## config.mk

```make
export PLATFORM = sky130hd
export DESIGN_NAME = decimal_weighted_check_digit_top
export DESIGN_NICKNAME = d
export VERILOG_FILES = /design/src/hw/rtl/dwcd_pkg.sv /design/src/hw/rtl/decimal_weighted_check_digit_top.sv /design/src/hw/rtl/dwcd_conv.sv /design/src/hw/rtl/dwcd_wsum.sv
export SDC_FILE = /design/constraint.sdc
export NUM_CORES = 1
export LEC_CHECK = 0
export ABC_AREA = 1
export BUFFER_PORTS_ARGS = -buffer_cell sky130_fd_sc_hd__buf_2
export CORE_MARGIN = 1.5
export CORE_UTILIZATION = 45
export CTS_CLUSTER_SIZE = 24
export DETAILED_ROUTE_END_ITERATION = 6
export SLEW_MARGIN = 10
export SYNTH_ARGS = -nofsm -noshare
export SYNTH_HDL_FRONTEND = slang
export SYNTH_HIERARCHICAL = 1
export SYNTH_SLANG_ARGS = --single-unit
```

## constraint.sdc

```tcl
create_clock -name clk -period 4.85 [get_ports clk]
set_clock_uncertainty 0.15 [all_clocks]
set_input_delay 0.485 -clock clk [delete_from_list [all_inputs] [get_ports clk]]
set_output_delay 0.485 -clock clk [all_outputs]
set_load 0.05 [all_outputs]
```

## src/hw/rtl/dwcd_pkg.sv

```systemverilog
// Package for the decimal weighted check digit block.
// Holds shared widths, defaults, control structs and the modulo-10 helper.
// Used by every module in hw/rtl; depends on nothing.
package dwcd_pkg;

  localparam int SERIAL_W           = 64;
  localparam int CHECK_W            = 4;
  localparam int DIGIT_W            = 4;
  localparam int DEFAULT_MAX_DIGITS = 20;
  // Bit counter must reach SERIAL_W - 1; digit count (at most 20) fits as well.
  localparam int CNT_W              = $clog2(SERIAL_W);
  // Weighted partial sum: accumulator (0..9) plus digit times three (0..27).
  localparam int PSUM_W             = 6;

  typedef logic [DIGIT_W-1:0] digit_t;

  // Controls from the sequencer to the binary to BCD converter.
  typedef struct packed {
    logic load;   // capture a new serial number and clear the BCD digits
    logic shift;  // one adjust-and-shift step of the conversion
    logic drain;  // move the BCD digits down by one digit
  } conv_ctrl_t;

  // Controls from the sequencer to the weighted accumulator.
  typedef struct packed {
    logic clear;  // zero the running sum and restart the weights at three
    logic step;   // add the current digit with its weight
  } sum_ctrl_t;

  // Reduces a partial sum in 0..39 to 0..9 by a short compare-subtract chain.
  function automatic digit_t mod10(input logic [PSUM_W-1:0] val);
    logic [PSUM_W-1:0] red;
    begin
      if (val >= PSUM_W'(30)) begin
        red = val - PSUM_W'(30);
      end else if (val >= PSUM_W'(20)) begin
        red = val - PSUM_W'(20);
      end else if (val >= PSUM_W'(10)) begin
        red = val - PSUM_W'(10);
      end else begin
        red = val;
      end
      mod10 = red[DIGIT_W-1:0];
    end
  endfunction

endpackage

```

## src/hw/rtl/decimal_weighted_check_digit_top.sv

```systemverilog
// Top level of the decimal weighted check digit block.
// Instantiates dwcd_conv and dwcd_wsum under a small sequencer; depends on dwcd_pkg.
//
// Usage:
// The block computes a GS1-style modulo-10 check digit over the decimal digits
// of a 64-bit unsigned serial number. The low decimal digit has weight 3, the
// next weight 1, and so on, alternating; the result is (10 - sum mod 10) mod 10.
// Only the MAX_DIGITS low decimal digits take part.
//
// A transaction is accepted at a rising edge where start is high and busy is
// low; serial_number is sampled at that edge. busy stays high until the result
// has been delivered. The result appears on check_digit for exactly one cycle
// with done high; the receiver cannot stall it and must take it in that cycle.
//
// Steps: the accepting edge loads the serial number, then the shift-and-add-three
// conversion takes one input bit per cycle through the per-digit adjust units,
// then the weighted accumulation takes one digit per cycle, and then done is
// shown. A new transaction can be accepted in the cycle after done, not before.
//
// Reset (rst, synchronous, active high) returns the sequencer to idle and
// drops any transaction in flight; no result is produced for it.
module decimal_weighted_check_digit_top
  import dwcd_pkg::*;
#(
  parameter int MAX_DIGITS = DEFAULT_MAX_DIGITS
) (
  input  logic                clk,
  input  logic                rst,
  input  logic                start,
  output logic                busy,
  input  logic [SERIAL_W-1:0] serial_number,
  output logic                done,
  output logic [CHECK_W-1:0]  check_digit
);

  localparam logic [1:0] ST_IDLE = 2'd0;
  localparam logic [1:0] ST_CONV = 2'd1;
  localparam logic [1:0] ST_SUM  = 2'd2;
  localparam logic [1:0] ST_DONE = 2'd3;

  localparam logic [CNT_W-1:0] CONV_LAST = CNT_W'(SERIAL_W - 1);
  localparam logic [CNT_W-1:0] SUM_LAST  = CNT_W'(MAX_DIGITS - 1);

  logic [1:0]       state;
  logic [1:0]       state_next;
  logic [CNT_W-1:0] cnt;
  logic [CNT_W-1:0] cnt_next;
  logic             accept;

  conv_ctrl_t conv_ctrl;
  sum_ctrl_t  sum_ctrl;
  digit_t     digit;

  assign accept = start && !busy;
  assign busy   = (state != ST_IDLE);
  assign done   = (state == ST_DONE);

  // Sequencer: the converter shifts once per input bit, then the digits are
  // drained into the accumulator one at a time, low digit first.
  always_comb begin
    state_next      = state;
    cnt_next        = cnt;
    conv_ctrl.load  = 1'b0;
    conv_ctrl.shift = 1'b0;
    conv_ctrl.drain = 1'b0;
    sum_ctrl.clear  = 1'b0;
    sum_ctrl.step   = 1'b0;
    case (state)
      ST_IDLE: begin
        if (accept) begin
          conv_ctrl.load = 1'b1;
          sum_ctrl.clear = 1'b1;
          cnt_next       = '0;
          state_next     = ST_CONV;
        end
      end
      ST_CONV: begin
        conv_ctrl.shift = 1'b1;
        if (cnt == CONV_LAST) begin
          cnt_next   = '0;
          state_next = ST_SUM;
        end else begin
          cnt_next = cnt + 1'b1;
        end
      end
      ST_SUM: begin
        conv_ctrl.drain = 1'b1;
        sum_ctrl.step   = 1'b1;
        if (cnt == SUM_LAST) begin
          cnt_next   = '0;
          state_next = ST_DONE;
        end else begin
          cnt_next = cnt + 1'b1;
        end
      end
      ST_DONE: begin
        state_next = ST_IDLE;
      end
      default: begin
        state_next = ST_IDLE;
      end
    endcase
  end

  always_ff @(posedge clk) begin
    if (rst) begin
      state <= ST_IDLE;
      cnt   <= '0;
    end else begin
      state <= state_next;
      cnt   <= cnt_next;
    end
  end

  dwcd_conv #(
    .MAX_DIGITS(MAX_DIGITS)
  ) u_conv (
    .clk          (clk),
    .ctrl         (conv_ctrl),
    .serial_number(serial_number),
    .low_digit    (digit)
  );

  dwcd_wsum u_wsum (
    .clk        (clk),
    .ctrl       (sum_ctrl),
    .digit      (digit),
    .check_digit(check_digit)
  );

endmodule

```

## src/hw/rtl/dwcd_conv.sv

```systemverilog
// Bit-serial binary to BCD converter (shift and add-three) for the check digit block.
// Keeps only the MAX_DIGITS low decimal digits, which is the value modulo 10**MAX_DIGITS.
// Depends on dwcd_pkg.
module dwcd_conv
  import dwcd_pkg::*;
#(
  parameter int MAX_DIGITS = DEFAULT_MAX_DIGITS
) (
  input  logic                clk,
  input  conv_ctrl_t          ctrl,
  input  logic [SERIAL_W-1:0] serial_number,
  output digit_t              low_digit
);

  localparam int BCD_W = MAX_DIGITS * DIGIT_W;

  logic [SERIAL_W-1:0] bin;
  logic [BCD_W-1:0]    bcd;
  logic [BCD_W-1:0]    bcd_adj;

  // Each digit of five or more gets three added so that the doubling carries
  // into the next digit in decimal.
  always_comb begin
    for (int i = 0; i < MAX_DIGITS; i++) begin
      if (bcd[i*DIGIT_W +: DIGIT_W] >= DIGIT_W'(5)) begin
        bcd_adj[i*DIGIT_W +: DIGIT_W] = bcd[i*DIGIT_W +: DIGIT_W] + DIGIT_W'(3);
      end else begin
        bcd_adj[i*DIGIT_W +: DIGIT_W] = bcd[i*DIGIT_W +: DIGIT_W];
      end
    end
  end

  always_ff @(posedge clk) begin
    if (ctrl.load) begin
      bin <= serial_number;
      bcd <= '0;
    end else if (ctrl.shift) begin
      bin <= {bin[SERIAL_W-2:0], 1'b0};
      bcd <= {bcd_adj[BCD_W-2:0], bin[SERIAL_W-1]};
    end else if (ctrl.drain) begin
      bcd <= bcd >> DIGIT_W;
    end
  end

  assign low_digit = bcd[DIGIT_W-1:0];

endmodule

```

## src/hw/rtl/dwcd_wsum.sv

```systemverilog
// Weighted modulo-10 accumulator for the check digit block.
// Adds one digit per step with weights 3, 1, 3, ... and forms the check digit.
// Depends on dwcd_pkg.
module dwcd_wsum
  import dwcd_pkg::*;
(
  input  logic               clk,
  input  sum_ctrl_t          ctrl,
  input  digit_t             digit,
  output logic [CHECK_W-1:0] check_digit
);

  digit_t            acc;
  logic              weight3;
  logic [PSUM_W-1:0] term;
  logic [PSUM_W-1:0] psum;

  always_comb begin
    if (weight3) begin
      term = {2'b00, digit} + {1'b0, digit, 1'b0};
    end else begin
      term = {2'b00, digit};
    end
    psum = term + {2'b00, acc};
  end

  always_ff @(posedge clk) begin
    if (ctrl.clear) begin
      acc     <= '0;
      weight3 <= 1'b1;
    end else if (ctrl.step) begin
      acc     <= mod10(psum);
      weight3 <= ~weight3;
    end
  end

  assign check_digit = (acc == '0) ? '0 : CHECK_W'(10) - acc;

endmodule

```

==> metrics.md, run 1 <==
| Metric | Value |
|---|---|
| Peak supply drop | `around 340 uV` |
| Non-Filler Instances | `around 1,700` |
| FF-to-FF path depth | `18` |
| Crit-path max FO | `6` |
| Max Slew Vio Count | `0` |
| Worst r2r dst | `u_wsum/acc[1]$_SDFFE_PP0P_` |
| Clock transition at path regs | `0.07 ns` |
| Layout Nets | `between 1,000 and 1,500` |
| CTS sink cnt | `roughly 160` |
| Post-route DRC | `0` |
| Fillers | `approximately 2,100` |
| Fraction of registers with async set/reset | `0%` |
| Core area | `21,300 um^2` |
| Antenna violations before repair | `0` |
| Fin Hold WS | `slightly below 0.09 ns` |
| 1st-iter DRT viols | `between 500 and 600` |
| Top FF cell, synth | `dfxtp_1` |
| Unique masters post-synth | `41` |
| First-pass GRT wire length | `roughly 36,000 um` |
| Post-layout util | `slightly above 50%` |
| Post-route cell area | `between 10,000 and 15,000 um^2` |
| DP Area | `~10,000 um^2` |
| Setup_tns | `0 ns` |
| ANT cells | `0` |
| Vias per cell | `5.07` |
| Fmax | `286 MHz` |
| Synthesized area per cell | `approximately 7.4 um^2` |
| Grt total ovfl | `0` |
| Final-report setup violation count | `0` |
| P&R area growth vs syn | `10.5%` |
| H-tree depth | `4` |
| Unrepaired setup endpoints after global routing | `false` |
| Top-count cell post-synth | `nand2_1` |
| Reg2reg start | `u_conv/bcd[0]$_SDFFE_PP0P_` |
| Relative slew margins | `~33%` |
| Longest Clk Path Bufs | `2` |
| CTS hold repair buffers | `0` |
| Worst Setup SP | `u_conv/bcd[0]$_SDFFE_PP0P_` |
| Drt pass-1 iters | `5` |
| Die height | `about 150 um` |
| Dpl cells | `approximately 1,600` |
| Pwr Density | `~750 nW/um^2` |
| Final Cycle Share | `72.2%` |
| Static Leak | `roughly 5 nW` |
| Most Crowded Layer GR | `met2` |
| Routing usage on met3 | `3.25%` |
| Crit path launch type | `flip-flop` |
| Routed len/inst | `between 10 and 15 um` |
| Max_cap viols | `0` |
| Die X | `about 150 um` |
| Sequential-to-total area share from yosys stat | `38.4%` |
| # IOs | `73` |
| Hold crit path type | `input pin to flip-flop` |
| Critical path arrival | `approximately 3.7 ns` |
| Met1 Use GR | `approximately a quarter` |
| Total GRT Usage | `roughly a fifth` |
| Synth top area share | `19.5%` |
| Fin worst setup slack | `1.35 ns` |
| Synth warnings | `6` |
| Main area contributors after synthesis | `edfxtp_1, dfxtp_1, nand2_1` |
| Worst setup path endpoint | `u_wsum/acc[1]$_SDFFE_PP0P_` |
| Synth top cells by count | `nand2_1, inv_1, o21ai_0, a21oi_1, dfxtp_1` |
| Site Rows | `53` |
| CTS tree | `built` |
| Num CTS Buffers | `17` |
| Crit end category | `flip-flop` |
| Pre-CTS setup slack | `1.31 ns` |
| Via count of the first global-routing pass | `7,635` |
| EDFF count, synth | `64` |
| Design Power | `8.23 mW` |
| Hold Vio Cnt, Final | `0` |
| #FFs+latches synth | `157` |
| Syn Inst Count | `roughly 1,300` |
| Kind of critical path | `flip-flop to flip-flop` |
| GPL Wtd Cong | `just over 0.8` |
| Final WL | `about 21,000 um` |
| Largest net degree at the start of global routing | `89` |
| Share of cells above drive strength 1 | `approximately an eighth` |
| DP Wirelength | `between 10,000 and 15,000 um` |
| Input/output buffers | `just over 70` |
| Cell Area, Synth | `between 9000 and 10,000 um^2` |
| CP required | `5.04 ns` |
| Synth area leader | `edfxtp_1` |
| Outcome | `finished, final reports clean` |
| Syn Nets | `1,456` |
| Number of routed nets with antenna violations | `0` |
| Clk_lat worst skew | `0.43 ns` |
| Post-cts sizing count | `0` |
| Reg2Reg Setup Slack | `between 1 and 1.5 ns` |
| Min Tclk post-route | `3.50 ns` |
| Die area | `~23,000 um^2` |
| Met2 Use GR | `between 30% and 40%` |
| Initial core utilization | `46.3%` |
| Post-CTS setup repair buffer count | `0` |
| DR vias | `between 8,000 and 9,000` |
| Worst slew pin tran | `roughly 1 ns` |
| Clock Tree Root | `clkbuf_16` |
==> power breakdown <==
| part | switching [mW] | total [mW] | leakage (nW) | internal [mW] |
|---|---|---|---|---|
| combinational | 2.81 | 4.33 | 3.41 | 1.51 |
| sequential | 0.383 | 2.53 | 1.40 | 2.14 |
| clock | 0.597 | 1.37 | 0.283 | 0.776 |
| total | 3.79 | 8.23 | 5.10 | 4.43 |
==> layer usage <==
metal,part of all wire [%],vias to the layer above
met4,0.62,0
li1,-,4394
met5,0,-
met2,47,123
met1,49,3850
met3,3.4,10
==> critical path, cell delays in order (launching register included) <==
cell	delay [ns]
dfxtp_1	0.43
ha_1	0.20
inv_1	0.05
fa_1	0.47
o21ai_0	0.09
ha_1	0.37
xnor2_1	0.50
inv_1	0.20
ha_1	0.23
a21oi_1	0.16
nand2_2	0.10
inv_1	0.06
nand2_1	0.04
nand3_1	0.09
nand2_1	0.05
nand2_1	0.05
nand3_1	0.06
nand2_1	0.08
inv_1	0.04
==> layout make-up <==
cell class                 count  area (um^2)  area share [%]
multi-input combinational    927         5070            46.5
sequential                   157         3780            34.7
inverter                     184          697            6.40
clock buffer                  17          425            3.90
timing repair buffer          78          405            3.72
tap                          275          344            3.16
clock inverter                15          174            1.60
==> state kept, by name (all words and copies together), names as in the netlist <==
name / flops
cnt: 6
state: 2
u_conv/bcd: 80
u_conv/bin: 64
u_wsum/acc: 4
u_wsum/weight3: 1
==> worst min-delay path by stage <==
| stage | startpoint | end | depth (start not counted) | slack (ns) |
|---|---|---|---|---|
| 2_1_floorplan | u_conv/bcd[77]$_SDFFE_PP0P_ | u_conv/bcd[77]$_SDFFE_PP0P_ | 2 | 0.29 |
| 3_3_place_gp | u_conv/bcd[77]$_SDFFE_PP0P_ | u_conv/bcd[77]$_SDFFE_PP0P_ | 2 | 0.30 |
| 3_5_place_dp | u_conv/bcd[77]$_SDFFE_PP0P_ | u_conv/bcd[77]$_SDFFE_PP0P_ | 2 | 0.31 |
| 4_1_cts | rst | cnt[1]$_SDFFE_PP0P_ | 2 | 0.08 |
| 5_1_grt | rst | cnt[1]$_SDFFE_PP0P_ | 2 | 0.08 |
| 6_report | rst | cnt[1]$_SDFFE_PP0P_ | 2 | 0.09 |
==> cells by family (layout without fill, tap and decap cells) <==
family	Yosys count	after routing	share of synthesized area (%)
and+or+nand+nor	551	551	23.5
AOI/OAI and AO/OA	271	271	15.9
adders and majority gates	64	64	8.27
DFF	157	157	38.4
buffers and inverters	241	294	10.3
xor gates and xnor gates	41	41	3.64
==> cells in the final DEF (no fill, tap or decap), drive strengths merged, types with 17 or more instances in the layout <==
cell type and n:
nand4 23, nand3 83, o21ai 129, nor2 26, xor2 37, dfxtp 93, clkbuf 17, edfxtp 64
a21oi 100, ha 62, a31oi 17, a211oi 18, nand2 417, inv 191, buf 78
Power figures use the tool's default switching activity.
==> run 2: changes to the inputs <==
--- a/config.mk
+++ b/config.mk
@@ -5,7 +5,7 @@
 export SDC_FILE = /design/constraint.sdc
 export NUM_CORES = 1
 export LEC_CHECK = 0
-export ABC_AREA = 1
+export ABC_AREA = 0
 export BUFFER_PORTS_ARGS = -buffer_cell sky130_fd_sc_hd__buf_2
 export CORE_MARGIN = 1.5
 export CORE_UTILIZATION = 45
==> constraint.sdc (replaced) <==
create_clock -name clk -period 2.85 [get_ports clk]
set_clock_uncertainty 0.15 [all_clocks]
set_input_delay 0.285 -clock clk [delete_from_list [all_inputs] [get_ports clk]]
set_output_delay 0.285 -clock clk [all_outputs]
set_load 0.05 [all_outputs]
==> run 2 against run 1 <==
The flow now finishes with violations (setup timing). Area after synthesis down 2.8%. Via count down 11%. Non-clock buffer count grew 57. Hold slack got worse by 0.081 ns. Core utilization up 2.6 points. Critical endpoint is now u_wsum/acc[3]$_SDFFE_PP0P_. Highest routed layer unchanged.
==> metrics.md, run 2 <==
| Metric | Value |
|---|---|
| Cell Area, Synth | `approximately 9600 um^2` |
| Sw Ratio | `40.1%` |
| Final Cycle Share | `113%` |
| Reg2Reg Setup Slack | `-0.36 ns` |
| Fraction of registers with async set/reset | `0%` |
| Synthesized area per cell | `between 10 and 15 um^2` |
| CTS sink cnt | `157` |
| Final-report setup violation count | `3` |
| Max_cap viols | `0` |
| Fin worst setup slack | `-0.362 ns` |
| Met2 Use GR | `between 20% and 30%` |
| Min Tclk post-route | `3.21 ns` |
| Die X | `around 150 um` |
| Hold crit path type | `input pin to flip-flop` |
| Crit end category | `flip-flop` |
| CP max stage delay | `0.47 ns` |
| ANT cells | `0` |
| P&R area growth vs syn | `17.6%` |
| Switching Power | `~5 mW` |
| Unrepaired setup endpoints after global routing | `true` |
| Input/output buffers | `72` |
| DP Wirelength | `approximately 14,000 um` |
| Drt pass-1 iters | `5` |
| Grt total ovfl | `0` |
| Clk_lat worst skew | `between 0.4 and 0.5 ns` |
| Initial core utilization | `45.8%` |
| Part of the power in combinational logic | `about half` |
| Internal power | `7.36 mW` |
| Crit-path cells | `ha_4, inv_2, fa_1, mux2i_1, ha_1, xor2_2, buf_4, ha_2, a21oi_2, inv_1, or4_1, and3_4, o32ai_2` |
| Fmax | `roughly 310 MHz` |
| Most frequent cells in the layout | `dfxtp_1, mux2_2, a21oi_1` |
| #FFs+latches synth | `roughly 160` |
| Layout Nets | `~1,200` |
| Worst Setup SP | `u_conv/bcd[1]$_SDFFE_PP0P_` |
| Vias per cell | `between 5 and 6` |
| Number of routed nets with antenna violations | `0` |
| CTS tree | `built` |
| Total GRT Usage | `a little under a fifth` |
| Sequential-to-total area share from yosys stat | `approximately two fifths` |
| Hold Vio Cnt, Final | `0` |
| Site Rows | `53` |
| Syn Nets | `approximately 1,100` |
| CP required | `3.04 ns` |
| Pwr Density | `roughly 1100 nW/um^2` |
| Final WL | `roughly 21,000 um` |
| Post-route DRC | `0` |
| Top-count cell post-synth | `dfxtp_1` |
| Longest Clk Path Bufs | `2` |
| Synth warnings | `6` |
| Crit-path max FO | `4` |
| Reg2reg start | `u_conv/bcd[1]$_SDFFE_PP0P_` |
| Max reg flops | `80` |
| Register area | `3790 um^2` |
| Critical path arrival | `3.40 ns` |
| Non-Filler Instances | `1,329` |
| Fillers | `approximately 1,900` |
| Fin Hold WS | `a little over 0.007 ns` |
| Buffers plus inverters on the worst setup path | `3` |
| EDFF count, synth | `64` |
| Hold Startpoint | `serial_number[7]` |
| Largest net degree at the start of global routing | `60` |
| H-tree depth | `4` |
| Most flops, register | `u_conv/bcd` |
| Outcome | `finished with violations` |
| Crit path launch type | `flip-flop` |
| Clock Tree Root | `clkbuf_16` |
| Share of cells above drive strength 1 | `about a quarter` |
| Routing usage on met3 | `under 10%` |
| Area of the multi-input gates | `5390 um^2` |
| Clock power share | `between 10% and 20%` |
| Synth area leader | `edfxtp_1` |
| Max Slew Vio Count | `0` |
| Most Crowded Layer GR | `met2` |
| Core area | `21,000 um^2` |
| Via count of the first global-routing pass | `6,818` |
| Reg power frac | `approximately a third` |
| CP max stage cell | `fa_1` |
| Antenna violations before repair | `0` |
| Die height | `roughly 150 um` |
| Relative slew margins | `between 10% and 20%` |
| Met1 Use GR | `about a quarter` |
| Die area | `22,200 um^2` |
| Synth top cells by count | `dfxtp_1, a21oi_1, mux2_2, edfxtp_1, ha_1` |
| Main area contributors after synthesis | `edfxtp_1, dfxtp_1, mux2_2` |
| First-pass GRT wire length | `about 34,000 um` |
| Worst slew pin tran | `around 1.2 ns` |
| GPL Wtd Cong | `~0.84` |
| Static Leak | `a little over 4 nW` |
| Biggest regs | `u_conv/bcd: 80 flops, u_conv/bin: 64 flops, cnt: 6 flops` |
| Kind of critical path | `flip-flop to flip-flop` |
| Synth top area share | `20.0%` |
| Violated checks | `setup timing` |
| Delay-heaviest family, CP | `adder cells` |
| # IOs | `73` |
| Syn Inst Count | `945` |
| Dpl cells | `1,277` |
| Most common cell after layout, fill and taps aside | `dfxtp_1` |
| Top FF cell, synth | `dfxtp_1` |
| DR vias | `between 7,000 and 8,000` |
| Unique masters post-synth | `about 70` |
| Peak supply drop | `494 uV` |
| Routed len/inst | `between 15 and 20 um` |
| 1st-iter DRT viols | `between 400 and 500` |
| Num CTS Buffers | `17` |
| Clock transition at path regs | `roughly 0.07 ns` |
run 2: cell count changes after synthesis, sizes merged, moves of 27 or more:
cell and delta:
nand3 -80, nand4b +39, xor2 -32, nand2b +27, o21ai -83, mux2 +75, inv -125, nor2 +33
nor3b +38, mux2i +33, nand2 -367
run 2: layout make-up:
| class | count | share of cell area, % |
|---|---|---|
| repair buffers | 135 | 8.28 |
| clock inverters | 15 | 1.50 |
| multi-input cells | 671 | 47.8 |
| flip-flops and latches | 157 | 33.6 |
| inverters | 59 | 1.98 |
| clock buffers | 17 | 3.77 |
| well taps | 275 | 3.05 |
run 2: power by group through the flow:
stage          Combinational (mW)  Sequential [mW]  Clock (mW)
2_1_floorplan                4.21             3.85           0
3_3_place_gp                 5.51             4.04           0
3_5_place_dp                 5.56             4.06           0
4_1_cts                      5.84             4.01        2.31
5_1_grt                      6.64             4.13        2.41
6_report                     6.01             4.01        2.25
run 2: metal layers:
layer / wire length [um] / up-vias
li1: - / 3726
met1: 10300 / 3609
met2: 9730 / 141
met3: 817 / 16
met4: 204 / 0
met5: 0 / -
run 2: final timing paths:
check | endpoint | cells past startpoint
setup / recovery | u_wsum/acc[3]$_SDFFE_PP0P_ | 13
hold / removal | u_conv/bin[7]$_DFFE_PP_ | 2
setup reg to reg | u_wsum/acc[3]$_SDFFE_PP0P_ | 13
hold reg to reg | cnt[1]$_SDFFE_PP0P_ | 2
run 2: kinds of logic after synthesis:
family / synth area share [%]
buf+inv: 6.04
fa+ha+maj: 8.51
xor+xnor: 1.11
flops: 39.5
mux: 12.3
compound gates: 17.3
simple gates: 15.4
run 2: timing repair:
| action | in CTS | in global routing |
|---|---|---|
| setup buffers | 6 | 2 |
| resized for setup | 7 | 10 |
| cloned | 0 | 0 |
| setup endpoints to repair | 3 | 3 |
| hold buffers | 11 | 1 |
| hold endpoints to repair | 13 | 1 |
| pin swaps | 12 | 7 |
run 2: metrics by stage:
step	TNS (ns)	area [um^2]	setup WS [ns]	total power, mW	util (%)
after floorplan	-1.10	9660	-0.395	8.07	-
after global placement	-1.11	10400	-0.409	9.54	49.7
after detailed placement	-1.20	10400	-0.444	9.62	49.7
after CTS	-0.976	11200	-0.360	12.2	53.4
after global routing	-1.46	11300	-0.513	13.2	53.8
final	-0.953	11300	-0.362	12.3	53.8
